===== config.mk =====
export PLATFORM = sky130hd
export DESIGN_NAME = i2c_text_to_seven_segment_unit_flat
export DESIGN_NICKNAME = d
export VERILOG_FILES = /design/src/design/i2ctss_pkg.sv /design/src/design/i2ctss_in_if.sv /design/src/design/i2ctss_out_if.sv /design/src/design/i2ctss_msg_buffer.sv /design/src/design/i2ctss_display.sv /design/src/design/i2c_text_to_seven_segment_unit.sv /design/src/flat_wrapper.sv
export VERILOG_INCLUDE_DIRS = /design/src /design/src/design
export SDC_FILE = /design/constraint.sdc
export NUM_CORES = 1
export LEC_CHECK = 0
export CORE_UTILIZATION = 40
export CTS_CLUSTER_DIAMETER = 120
export DETAILED_ROUTE_END_ITERATION = 8
export DONT_BUFFER_PORTS = 1
export GPL_TIMING_DRIVEN = 1
export PLACE_DENSITY = 0.53
export RECOVER_POWER = 100
export SLEW_MARGIN = 20
export SYNTH_ARGS = -nofsm -noshare
export SYNTH_HDL_FRONTEND = slang
export SYNTH_SLANG_ARGS = --single-unit
export TNS_END_PERCENT = 1

===== constraint.sdc =====
create_clock -name clk -period 6.65 [get_ports clk]
set_input_delay 0.665 -clock clk [delete_from_list [all_inputs] [get_ports clk]]
set_output_delay 0.665 -clock clk [all_outputs]
set_load 0.05 [all_outputs]

===== src/design/i2c_text_to_seven_segment_unit_macros.svh =====
// Assertion helpers shared by the text-to-display block.
`ifndef I2C_TEXT_TO_SEVEN_SEGMENT_UNIT_MACROS_SVH
`define I2C_TEXT_TO_SEVEN_SEGMENT_UNIT_MACROS_SVH

// Condition holds on every edge out of reset.
`define I2CTSS_ASSERT_ALWAYS(lbl, clk, rst_n, cond, msg) \
	lbl: assert property (@(posedge clk) disable iff (!rst_n) (cond)) else $error(msg);

// Same-cycle implication.
`define I2CTSS_ASSERT_IMP(lbl, clk, rst_n, ante, cons, msg) \
	lbl: assert property (@(posedge clk) disable iff (!rst_n) (ante) |-> (cons)) \
		else $error(msg);

// Next-cycle implication.
`define I2CTSS_ASSERT_NEXT(lbl, clk, rst_n, ante, cons, msg) \
	lbl: assert property (@(posedge clk) disable iff (!rst_n) (ante) |=> (cons)) \
		else $error(msg);

`endif


===== src/design/i2ctss_pkg.sv =====
package i2ctss_pkg;

	// slave event codes
	localparam logic [2:0] ACT_ADDRESSED = 3'd0;
	localparam logic [2:0] ACT_DATA      = 3'd1;
	localparam logic [2:0] ACT_STOP      = 3'd2;
	localparam logic [2:0] ACT_BUS_ERROR = 3'd3;
	localparam logic [2:0] ACT_SCAN      = 3'd4;

	localparam int unsigned COUNT_W = 6;

	localparam logic [7:0] CHAR_DOT    = 8'h2E;
	localparam logic [7:0] SEG_BLANK   = 8'hFF;
	localparam logic [7:0] SEG_UNKNOWN = 8'hC9;
	localparam logic [7:0] DP_ON_MASK  = 8'h7F;

	// power-up text "rdy" on the first three digits, blank beyond
	function automatic logic [7:0] boot_code(input int unsigned idx);
		logic [7:0] code;
		case (idx)
			0:       code = 8'hAF;
			1:       code = 8'hA1;
			2:       code = 8'h91;
			default: code = SEG_BLANK;
		endcase
		return code;
	endfunction

	// ASCII to active-low segments, bit 7 DP, bits 6..0 G..A
	function automatic logic [7:0] seg_of_char(input logic [7:0] ch);
		logic [7:0] seg;
		case (ch)
			8'h41, 8'h61: seg = 8'h88; // A a
			8'h42, 8'h62: seg = 8'h83; // B b
			8'h43:        seg = 8'hC6; // C
			8'h63:        seg = 8'hA7; // c
			8'h44, 8'h64: seg = 8'hA1; // D d
			8'h45, 8'h65: seg = 8'h86; // E e
			8'h46, 8'h66: seg = 8'h8E; // F f
			8'h47, 8'h67: seg = 8'h90; // G g
			8'h48:        seg = 8'h89; // H
			8'h68:        seg = 8'h8B; // h
			8'h49:        seg = 8'hF9; // I
			8'h69:        seg = 8'hCF; // i
			8'h4A, 8'h6A: seg = 8'hE1; // J j
			8'h4C:        seg = 8'hC7; // L
			8'h6C:        seg = 8'hCF; // l
			8'h4E, 8'h6E: seg = 8'hAB; // N n
			8'h4F:        seg = 8'hC0; // O
			8'h6F:        seg = 8'hA3; // o
			8'h50, 8'h70: seg = 8'h8C; // P p
			8'h52, 8'h72: seg = 8'hAF; // R r
			8'h53, 8'h73: seg = 8'h92; // S s
			8'h54, 8'h74: seg = 8'h87; // T t
			8'h55, 8'h56: seg = 8'hC1; // U V
			8'h75, 8'h76: seg = 8'hE3; // u v
			8'h57, 8'h77: seg = 8'h8A; // W w
			8'h59, 8'h79: seg = 8'h91; // Y y
			8'h30:        seg = 8'hC0;
			8'h31:        seg = 8'hF9;
			8'h32:        seg = 8'hA4;
			8'h33:        seg = 8'hB0;
			8'h34:        seg = 8'h99;
			8'h35:        seg = 8'h92;
			8'h36:        seg = 8'h82;
			8'h37:        seg = 8'hF8;
			8'h38:        seg = 8'h80;
			8'h39:        seg = 8'h90;
			8'h5F:        seg = 8'hF7; // underscore
			8'h20:        seg = 8'hFF; // space
			8'h2D:        seg = 8'hBF; // dash
			default:      seg = SEG_UNKNOWN;
		endcase
		return seg;
	endfunction

endpackage


===== src/design/i2ctss_in_if.sv =====
interface i2ctss_in_if;
	logic       valid;
	logic       ready;
	logic [2:0] action;
	logic [7:0] data_byte;

	modport source (output valid, output action, output data_byte, input ready);
	modport sink (input valid, input action, input data_byte, output ready);
endinterface


===== src/design/i2ctss_out_if.sv =====
interface i2ctss_out_if;
	logic       valid;
	logic       ready;
	logic       ack;
	logic       bus_recover;
	logic [1:0] digit_select;
	logic [7:0] segment_drive;

	modport source (output valid, output ack, output bus_recover, output digit_select,
		output segment_drive, input ready);
	modport sink (input valid, input ack, input bus_recover, input digit_select,
		input segment_drive, output ready);
endinterface


===== src/design/i2ctss_msg_buffer.sv =====
`include "i2c_text_to_seven_segment_unit_macros.svh"

// Message receive side: byte count and pending digits.
module i2ctss_msg_buffer #(
	parameter int unsigned MESSAGE_LIMIT = 32,
	parameter int unsigned DIGIT_COUNT   = 3
) (
	input  logic                         clk,
	input  logic                         arst_n,
	input  logic                         step,
	input  logic [2:0]                   action,
	input  logic [7:0]                   data_byte,
	output logic                         ack,
	output logic                         commit,
	output logic [DIGIT_COUNT-1:0][7:0]  pending
);

	localparam int unsigned PW = $clog2(DIGIT_COUNT + 1);
	localparam logic [i2ctss_pkg::COUNT_W-1:0] FULL =
		i2ctss_pkg::COUNT_W'(MESSAGE_LIMIT + 1);
	localparam logic [PW-1:0] POS_END = PW'(DIGIT_COUNT);

	logic [i2ctss_pkg::COUNT_W-1:0] count_q, count_nxt;
	logic [PW-1:0]                  pos_q, pos_nxt;
	logic [DIGIT_COUNT-1:0][7:0]    pend_q, pend_nxt;
	logic [7:0]                     seg;
	logic                           take;

	assign seg = i2ctss_pkg::seg_of_char(data_byte);
	// byte lands in a digit: past the control byte, under the limit, room left
	assign take = (count_q != '0) && (count_q < FULL) && (pos_q < POS_END);

	always_comb begin
		count_nxt = count_q;
		pos_nxt   = pos_q;
		pend_nxt  = pend_q;
		ack       = 1'b1;
		commit    = 1'b0;
		case (action)
			i2ctss_pkg::ACT_ADDRESSED: begin
				count_nxt = '0;
				pos_nxt   = '0;
				for (int i = 0; i < DIGIT_COUNT; i++) begin
					pend_nxt[i] = i2ctss_pkg::SEG_BLANK;
				end
			end
			i2ctss_pkg::ACT_DATA: begin
				if (take) begin
					if (data_byte == i2ctss_pkg::CHAR_DOT) begin
						// dot lights DP of the previous digit, dropped when none
						for (int i = 0; i < DIGIT_COUNT; i++) begin
							if (pos_q == PW'(i + 1)) begin
								pend_nxt[i] = pend_q[i] & i2ctss_pkg::DP_ON_MASK;
							end
						end
					end else begin
						for (int i = 0; i < DIGIT_COUNT; i++) begin
							if (pos_q == PW'(i)) begin
								pend_nxt[i] = seg;
							end
						end
						pos_nxt = pos_q + 1'b1;
					end
				end
				if (count_q < FULL) begin
					count_nxt = count_q + 1'b1;
				end
				ack = (count_nxt < FULL);
			end
			i2ctss_pkg::ACT_STOP: begin
				commit = (count_q != '0);
			end
			i2ctss_pkg::ACT_SCAN: begin
				ack = (count_q < FULL);
			end
			default: begin
			end
		endcase
	end

	always_ff @(posedge clk or negedge arst_n) begin
		if (!arst_n) begin
			count_q <= '0;
			pos_q   <= '0;
			for (int i = 0; i < DIGIT_COUNT; i++) begin
				pend_q[i] <= i2ctss_pkg::SEG_BLANK;
			end
		end else if (step) begin
			count_q <= count_nxt;
			pos_q   <= pos_nxt;
			pend_q  <= pend_nxt;
		end
	end

	assign pending = pend_q;

	`I2CTSS_ASSERT_ALWAYS(a_count_sat, clk, arst_n, count_q <= FULL, "count past limit")
	`I2CTSS_ASSERT_ALWAYS(a_pos_range, clk, arst_n, pos_q <= POS_END, "digit position overrun")
	`I2CTSS_ASSERT_NEXT(a_addr_clears, clk, arst_n,
		step && action == i2ctss_pkg::ACT_ADDRESSED,
		count_q == '0 && pos_q == '0, "addressing did not restart message")

endmodule


===== src/design/i2ctss_display.sv =====
`include "i2c_text_to_seven_segment_unit_macros.svh"

// Shown digits and scan multiplexer.
module i2ctss_display #(
	parameter int unsigned DIGIT_COUNT = 3
) (
	input  logic                         clk,
	input  logic                         arst_n,
	input  logic                         step,
	input  logic [2:0]                   action,
	input  logic                         commit,
	input  logic [DIGIT_COUNT-1:0][7:0]  pending,
	output logic [1:0]                   digit_select,
	output logic [7:0]                   segment_drive
);

	localparam int unsigned SW = (DIGIT_COUNT > 1) ? $clog2(DIGIT_COUNT) : 1;
	localparam logic [SW-1:0] SCAN_LAST = SW'(DIGIT_COUNT - 1);

	logic [DIGIT_COUNT-1:0][7:0] shown_q, shown_nxt;
	logic [SW-1:0]               scan_q, scan_nxt;
	logic [SW+1:0]               scan_ext;

	always_comb begin
		shown_nxt = commit ? pending : shown_q;
		scan_nxt  = scan_q;
		if (action == i2ctss_pkg::ACT_SCAN) begin
			scan_nxt = (scan_q == SCAN_LAST) ? '0 : scan_q + 1'b1;
		end
	end

	always_ff @(posedge clk or negedge arst_n) begin
		if (!arst_n) begin
			scan_q <= '0;
			for (int i = 0; i < DIGIT_COUNT; i++) begin
				shown_q[i] <= i2ctss_pkg::boot_code(i);
			end
		end else if (step) begin
			scan_q  <= scan_nxt;
			shown_q <= shown_nxt;
		end
	end

	// result reflects this word's update
	assign scan_ext      = {2'b00, scan_nxt};
	assign digit_select  = scan_ext[1:0];
	assign segment_drive = shown_nxt[scan_nxt];

	`I2CTSS_ASSERT_ALWAYS(a_scan_range, clk, arst_n, scan_q <= SCAN_LAST, "scan past last digit")
	`I2CTSS_ASSERT_IMP(a_commit_on_stop, clk, arst_n, commit,
		action == i2ctss_pkg::ACT_STOP, "commit outside stop")

endmodule


===== src/design/i2c_text_to_seven_segment_unit.sv =====
// Path: an accepted word is held in the input register, then one pass of update logic
//   writes its result into the result register, which drives the output.
// Throughput: one word per cycle; input and result stages stall only on output backpressure.
// Reset (arst_n low, async): count 0, pending digits blank, shown text "rdy",
//   scan on the left digit, both stages empty.
`include "i2c_text_to_seven_segment_unit_macros.svh"

module i2c_text_to_seven_segment_unit #(
	parameter int unsigned MESSAGE_LIMIT = 32,
	parameter int unsigned DIGIT_COUNT   = 3
) (
	input  logic         clk,
	input  logic         arst_n,
	i2ctss_in_if.sink    bus_in,
	i2ctss_out_if.source disp_out
);

	// ---- stage 1: registered slave event ----
	logic       vld_s1;
	logic [2:0] act_s1;
	logic [7:0] byte_s1;

	// ---- result register ----
	logic       out_vld_q;
	logic       ack_q;
	logic       recover_q;
	logic [1:0] dsel_q;
	logic [7:0] seg_q;

	// advance: stage 1 word is processed and lands in the result register
	logic adv;
	logic ack_nxt;
	logic commit;
	logic recover_nxt;
	logic [1:0] dsel_nxt;
	logic [7:0] seg_nxt;
	logic [DIGIT_COUNT-1:0][7:0] pending;

	assign adv          = vld_s1 && (!out_vld_q || disp_out.ready);
	// take a new word whenever stage 1 is empty or moving on
	assign bus_in.ready = !vld_s1 || adv;

	always_ff @(posedge clk or negedge arst_n) begin
		if (!arst_n) begin
			vld_s1 <= 1'b0;
		end else if (bus_in.ready) begin
			vld_s1 <= bus_in.valid;
		end
	end

	always_ff @(posedge clk) begin
		if (bus_in.ready && bus_in.valid) begin
			act_s1  <= bus_in.action;
			byte_s1 <= bus_in.data_byte;
		end
	end

	// message buffer: count, pending digits, ack decision
	i2ctss_msg_buffer #(
		.MESSAGE_LIMIT(MESSAGE_LIMIT),
		.DIGIT_COUNT  (DIGIT_COUNT)
	) u_buf (
		.clk      (clk),
		.arst_n   (arst_n),
		.step     (adv),
		.action   (act_s1),
		.data_byte(byte_s1),
		.ack      (ack_nxt),
		.commit   (commit),
		.pending  (pending)
	);

	// shown digits and scan position
	i2ctss_display #(
		.DIGIT_COUNT(DIGIT_COUNT)
	) u_disp (
		.clk          (clk),
		.arst_n       (arst_n),
		.step         (adv),
		.action       (act_s1),
		.commit       (adv && commit),
		.pending      (pending),
		.digit_select (dsel_nxt),
		.segment_drive(seg_nxt)
	);

	// bus error and undefined codes both request recovery
	always_comb begin
		recover_nxt = !(act_s1 inside {i2ctss_pkg::ACT_ADDRESSED, i2ctss_pkg::ACT_DATA,
			i2ctss_pkg::ACT_STOP, i2ctss_pkg::ACT_SCAN});
	end

	always_ff @(posedge clk or negedge arst_n) begin
		if (!arst_n) begin
			out_vld_q <= 1'b0;
		end else if (adv) begin
			out_vld_q <= 1'b1;
		end else if (disp_out.ready) begin
			out_vld_q <= 1'b0;
		end
	end

	always_ff @(posedge clk) begin
		if (adv) begin
			ack_q     <= ack_nxt;
			recover_q <= recover_nxt;
			dsel_q    <= dsel_nxt;
			seg_q     <= seg_nxt;
		end
	end

	assign disp_out.valid         = out_vld_q;
	assign disp_out.ack           = ack_q;
	assign disp_out.bus_recover   = recover_q;
	assign disp_out.digit_select  = dsel_q;
	assign disp_out.segment_drive = seg_q;

	`I2CTSS_ASSERT_IMP(a_recover_acks, clk, arst_n, out_vld_q && recover_q, ack_q,
		"recovery word without ack")
	`I2CTSS_ASSERT_NEXT(a_drain, clk, arst_n, out_vld_q && disp_out.ready && !adv,
		!out_vld_q, "result word not retired")
	`I2CTSS_ASSERT_IMP(a_bus_error_code, clk, arst_n,
		adv && act_s1 == i2ctss_pkg::ACT_BUS_ERROR, recover_nxt, "bus error not flagged")

endmodule

===== src/flat_wrapper.sv =====
// flat-port wrapper written by rule: the top's interface ports become plain ports
module i2c_text_to_seven_segment_unit_flat 
#(
	parameter int unsigned MESSAGE_LIMIT = 32,
	parameter int unsigned DIGIT_COUNT   = 3
)
  (clk, arst_n, bus_in_valid, bus_in_action, bus_in_data_byte, bus_in_ready, disp_out_valid, disp_out_ack, disp_out_bus_recover, disp_out_digit_select, disp_out_segment_drive, disp_out_ready);
  i2ctss_in_if bus_in_i ();
  i2ctss_out_if disp_out_i ();
  input  logic clk;
  input  logic arst_n;
  input wire logic [$bits(bus_in_i.valid)-1:0] bus_in_valid;
  input wire logic [$bits(bus_in_i.action)-1:0] bus_in_action;
  input wire logic [$bits(bus_in_i.data_byte)-1:0] bus_in_data_byte;
  output wire logic [$bits(bus_in_i.ready)-1:0] bus_in_ready;
  output wire logic [$bits(disp_out_i.valid)-1:0] disp_out_valid;
  output wire logic [$bits(disp_out_i.ack)-1:0] disp_out_ack;
  output wire logic [$bits(disp_out_i.bus_recover)-1:0] disp_out_bus_recover;
  output wire logic [$bits(disp_out_i.digit_select)-1:0] disp_out_digit_select;
  output wire logic [$bits(disp_out_i.segment_drive)-1:0] disp_out_segment_drive;
  input wire logic [$bits(disp_out_i.ready)-1:0] disp_out_ready;
  assign bus_in_i.valid = bus_in_valid;
  assign bus_in_i.action = bus_in_action;
  assign bus_in_i.data_byte = bus_in_data_byte;
  assign bus_in_ready = bus_in_i.ready;
  assign disp_out_valid = disp_out_i.valid;
  assign disp_out_ack = disp_out_i.ack;
  assign disp_out_bus_recover = disp_out_i.bus_recover;
  assign disp_out_digit_select = disp_out_i.digit_select;
  assign disp_out_segment_drive = disp_out_i.segment_drive;
  assign disp_out_i.ready = disp_out_ready;
  i2c_text_to_seven_segment_unit #(.MESSAGE_LIMIT(MESSAGE_LIMIT), .DIGIT_COUNT(DIGIT_COUNT)) u_core (.clk(clk), .arst_n(arst_n), .bus_in(bus_in_i), .disp_out(disp_out_i));
endmodule

* Word-level counts from Yosys, hierarchy flattened
Memory sizes are Yosys's and may differ from the RTL's. A register that Yosys moved wholly into a read port is not among the register bits.
Index checks and enable logic that the tools add are counted.
** Operators by class
- Reductions and logical operators :: 24
- Equality and inequality tests :: 19
- $lt $le $gt $ge :: 4
- Mux-type cells :: 26
- Add/subtract/negate cells :: 3
** Operators with widths (number)
- $mux W24 :: 3
- $mux W8 :: 8
- $pmux W24 S2 :: 1
- $reduce_and A5 Y1 :: 6
- $ne A3 B3 Y1 const B :: 6
- $bmux W8 S2 :: 1
- $lt A6 B6 Y1 const B :: 2
- $mux W6 :: 2
- $pmux W6 S2 :: 1
- $ne A2 B2 Y1 const B :: 5
- $eq A8 B6 Y1 const B :: 1
- $mux W2 :: 4
- $mux W7 :: 1
- $add A6 B1 Y6 const B :: 1
- $eq A2 B2 Y1 const B :: 3
- $reduce_bool A6 Y1 :: 1
- $logic_and A1 B1 Y1 :: 5
- $add A2 B1 Y2 const B :: 2
- $pmux W2 S2 :: 1
- $reduce_and A4 Y1 :: 1
- $reduce_bool A2 Y1 :: 2
- $reduce_bool A4 Y1 :: 1
- $eq A3 B1 Y1 const B :: 1
- $eq A3 B2 Y1 const B :: 1
- other kinds (11) :: 16
** Word-level totals
- Memory bits (read-only) :: 896
- Logic and storage cells :: 97
- Memories kept :: 1
- Register bits after elaboration :: 83
** Memories
- (no name shown) :: words 128, width 7, rd ports 1, clocked after Yosys merged registers in 1, wr ports 0, RTL line i2ctss_pkg.sv:32 : case (ch)

* Logic depth before layout (Yosys ltp)
- Depth after elaboration :: 7
- Depth in mapped cells :: 15
- Depth with buffers taken out :: 13

* By module
Synthesis repeated with hierarchy kept, for this count alone.
** Second synthesis, totals
- Cell total of the unflattened synthesis :: 410
- Area total of the unflattened synthesis :: 4817.1 µm²
** Modules (own cells, without submodules)
- i2ctss_msg_buffer :: area each 2498.6 µm², seq. area each 830.8 µm², cells each 269, times used 1
- i2ctss_display :: area each 1510.2 µm², seq. area each 665.6 µm², cells each 108, times used 1
- i2c_text_to_seven_segment_unit :: area each 808.3 µm², seq. area each 740.7 µm², cells each 33, times used 1

* Worst setup path before layout
OpenSTA, ideal clock, no wires.
- Path kind :: register -> register
- Start :: register u_core.out_vld_q, in the netlist u_core.disp_out.valid
- End :: register (tool-made name)
- Setup slack :: 3382 ps
- Data required time :: 6528 ps
- Period minus slack after synthesis :: 3268 ps
- Stages on the path, launching flop included :: 15
- Arrival time :: 3146 ps
- Path through :: dfrtp_1 -> and3b_1 -> buf_4 -> inv_2 -> nand2_2 -> inv_2 -> buf_2 -> mux2i_1 -> inv_1 -> ha_1 -> clkbuf_1 -> a21oi_1 -> o21ai_0 -> o211ai_1 -> a311o_1
** RTL lines
- start: declaration :: RTL line i2c_text_to_seven_segment_unit.sv:24 : logic out_vld_q;
- start signal: assignment :: RTL line i2c_text_to_seven_segment_unit.sv:95 : out_vld_q <= 1'b0;
- start signal: assignment :: RTL line i2c_text_to_seven_segment_unit.sv:97 : out_vld_q <= 1'b1;
- start signal: assignment :: RTL line i2c_text_to_seven_segment_unit.sv:99 : out_vld_q <= 1'b0;

==> key figures <==
Status
  – Status: complete, no violations

Yosys
  – Avg Inst Size Synth: 11.1 um^2
  – Library cells used by synthesis: 67
  – Post-synthesis cell count: 458
  – Synth cell count leaders: dfstp_2, mux2_1, nand2_1
  – Most frequent cell after synthesis: dfstp_2
  – Post-Syn Area: 5080 um^2
  – Post-synth EDFFs: 23
  – Warnings, synthesis: 0
  – Synth Flop Type: dfstp_2
  – Ranking of synthesized cells by area: dfstp_2, edfxtp_1, dfrtp_1, mux2_1, mux2_2
  – Yosys reg bits: 90
  – Fraction of registers with async set or reset after synthesis: 66.7%
  – Net count after synthesis: 487
  – Top cell type by total area after synthesis: dfstp_2
  – Sequential share of the synthesized area: 46.8%
  – Top-area cell type share of the netlist area: 18.6%

Routing
  – Routed WL: 11.9 mm
  – ANT nets after route: 0
  – Routed vias/inst: 5.90
  – Via Count: 3,683
  – Drt drc: 0
  – Pre-antenna DRT Iters: 6
  – Routed WL per cell: 19.0 um
  – Initial drt markers: 386

Floorplan
  – Number of core rows: 40
  – Core area: 12,200 um^2
  – Die area: 13,100 um^2
  – Die X-Extent: 115 um
  – IO Pins: 29
  – Initial Utilization: 41.6%
  – Die Ht: 115 um

Clock network
  – Clk buf depth: 2
  – TritonCTS Sinks: 90
  – Root buf cell: clkbuf_16
  – Clk_lat worst skew: 0.34 ns
  – Post-CTS Setup Bufs: 0
  – Cts bufs inserted: 9
  – Clk slew on worst S/H paths: 0.07 ns
  – CTS tree: done
  – Htree depth: 3

Finish
  – Fillers: 1,190
  – Final #Nets: 480
  – Final core utilization: 44.5%
  – Share of cells above drive strength 1: 15.8%
  – Final non-filler cell total: 624
  – Area grow syn2layout: 7.12%
  – Diode count: 0

Pwr
  – Tot Pwr: 1.86 mW
  – Leak: 1.99 nW
  – Power Density: 343 nW/um^2
  – Peak supply drop: 0.120 mV

STA
  – Fin crit share: 74.0%
  – Max-slew headroom: 1.30%
  – Worst Tran Pin Value: 1.48 ns
  – Final Max Tran Viols: 0
  – Fin worst setup slack: 1.73 ns
  – Setup-failing EPs final: 0
  – Min Clock Period, post-route: 4.92 ns
  – Achievable Freq: 0.203 GHz
  – Final Hold Viols: 0
  – RSZ-0062 raised after global routing: false
  – Worst Skew: 0.00744 ns
  – Sum of negative setup slack: 0 ns

Job
  – Max Cap Viol: 0

Critical path
  – CP required: 6.88 ns
  – Crit. End Element: flip-flop
  – CP Class: reg -> reg
  – CP startpoint: u_core.disp_out.valid$_DFFE_PN0P_
  – Flop2flop setup slack: 1.73 ns
  – Worst-path fanout max: 30
  – Setup crit start kind: flip-flop
  – Reg2Reg Depth: 12
  – Critical path data arrival time: 5.15 ns
  – R2R Path Start: u_core.disp_out.valid$_DFFE_PN0P_

Global route
  – Largest net degree at the start of global routing: 54
  – Total GRT Usage: 19.3%
  – First-pass GRT wire length: 19.3 mm
  – Initial antenna violation count: 0
  – Vias in the first global route: 3,557
  – Grt total ovfl: 0

Placement
  – Placer congestion estimate: 0.887
  – DP Cell Count: 607
  – Place WS: 2.59 ns
  – Port Buffers: 0
  – Hpwl dp: 8.04 mm

Hold path
  – Hold Crit Class: in -> async
-- worst max-delay path: stages, from the launching register on --
cell and delay (ns):
dfrtp_1 0.60, and3b_1 0.38, inv_1 0.56, nand2_1 0.33, inv_1 0.84, mux2i_1 0.54
inv_1 0.16, ha_1 0.45, nor3b_1 0.22, o21ai_0 0.11, o211ai_1 0.16, a21boi_0 0.13
a311o_1 0.32
-- sequential cells by signal (all words and copies together) (netlist names), named ones only --
signal                         count
u_core.u_buf.pending              24
u_core.u_disp.shown_q             24
u_core.byte_s1                     8
u_core.disp_out.segment_drive      8
u_core.u_buf.count_q               6
u_core.act_s1                      3
u_core.disp_out.digit_select       2
u_core.u_buf.pos_q                 2
u_core.u_disp.scan_q               2
u_core.disp_out.ack                1
u_core.disp_out.bus_recover        1
u_core.disp_out.valid              1
u_core.vld_s1                      1
-- what timing repair did --
| item | in CTS | in global routing |
|---|---|---|
| hold buffers | 1 | 0 |
| gates resized for setup | 0 | 0 |
| setup endpoints to repair | 0 | 0 |
| hold endpoints to repair | 8 | 0 |
-- routing by layer --
layer,track usage (%),wire length (um)
met1,27.3,5780
met3,3.81,659
met5,0,0
met4,9.18,308
met2,28.2,5120
-- cell families after synthesis --
group           count (synthesis)  share of synthesized area [%]
simple gates                  129                           13.6
compound gates                121                           16.7
flops                          90                           46.8
mux                            66                           15.4
buf+inv                        33                           3.18
fa+ha+maj                      14                           3.45
xor+xnor                        5                          0.862
-- worst min-delay path by stage --
| stage | endpoint | cells after the start | from |
|---|---|---|---|
| 2_1_floorplan | u_core.disp_out.valid$_DFFE_PN0P_ | 0 | arst_n |
| 3_3_place_gp | u_core.u_buf.count_q[2]$_DFFE_PN0P_ | 0 | arst_n |
| 3_5_place_dp | u_core.u_buf.count_q[2]$_DFFE_PN0P_ | 0 | arst_n |
| 4_1_cts | u_core.u_buf.pos_q[1]$_DFFE_PN0P_ | 0 | arst_n |
| 5_1_grt | u_core.u_disp.shown_q[12]$_DFFE_PN0P_ | 0 | arst_n |
| 6_report | u_core.u_disp.shown_q[12]$_DFFE_PN0P_ | 0 | arst_n |
-- where the power goes --
part / switching (mW) / total [mW] / internal [mW]
Sequential: 0.138 / 0.904 / 0.766
Combinational: 0.235 / 0.437 / 0.202
Clock: 0.226 / 0.522 / 0.296
-- stage by stage --
| step | hold WS [ns] | instance area (um^2) |
|---|---|---|
| after detailed placement | 0.371 | 5190 |
| after global placement | 0.371 | 5190 |
| after CTS | 0.00139 | 5500 |
| after floorplan | 0.369 | 5080 |
| after global routing | 0.00218 | 5440 |
| final | 0.0211 | 5440 |
-- area by class of cell --
| type | instances | area, um^2 | share of cell area, % |
|---|---|---|---|
| clock buffer | 10 | 229 | 4.21 |
| clock inverter | 6 | 72.6 | 1.33 |
| inverter | 11 | 41.3 | 0.759 |
| multi-input combinational | 335 | 2480 | 45.7 |
| sequential | 90 | 2380 | 43.7 |
| tap | 168 | 210 | 3.86 |
| timing repair buffer | 4 | 25.0 | 0.460 |
-- cell usage in the layout, fill, tap and decap left out, types with 8 or more instances in the layout --
| cell | synthesis | layout |
|---|---|---|
| inv_1 | 9 | 11 |
| a22o_1 | 12 | 12 |
| a21oi_1 | 22 | 23 |
| mux2_1 | 30 | 42 |
| clkbuf_16 | 0 | 9 |
| dfstp_2 | 36 | 36 |
| o21ai_1 | 12 | 9 |
| dfrtp_1 | 24 | 24 |
| mux2_2 | 16 | 15 |
| ha_1 | 14 | 14 |
| o211ai_1 | 11 | 11 |
| nand3_1 | 12 | 12 |
| edfxtp_1 | 23 | 23 |
| nor3_1 | 8 | 8 |
| nand2_1 | 27 | 28 |
| o21ai_0 | 13 | 16 |
| nand2b_1 | 14 | 14 |
| nor2_1 | 26 | 26 |
(Power assumes the default switching activity.)
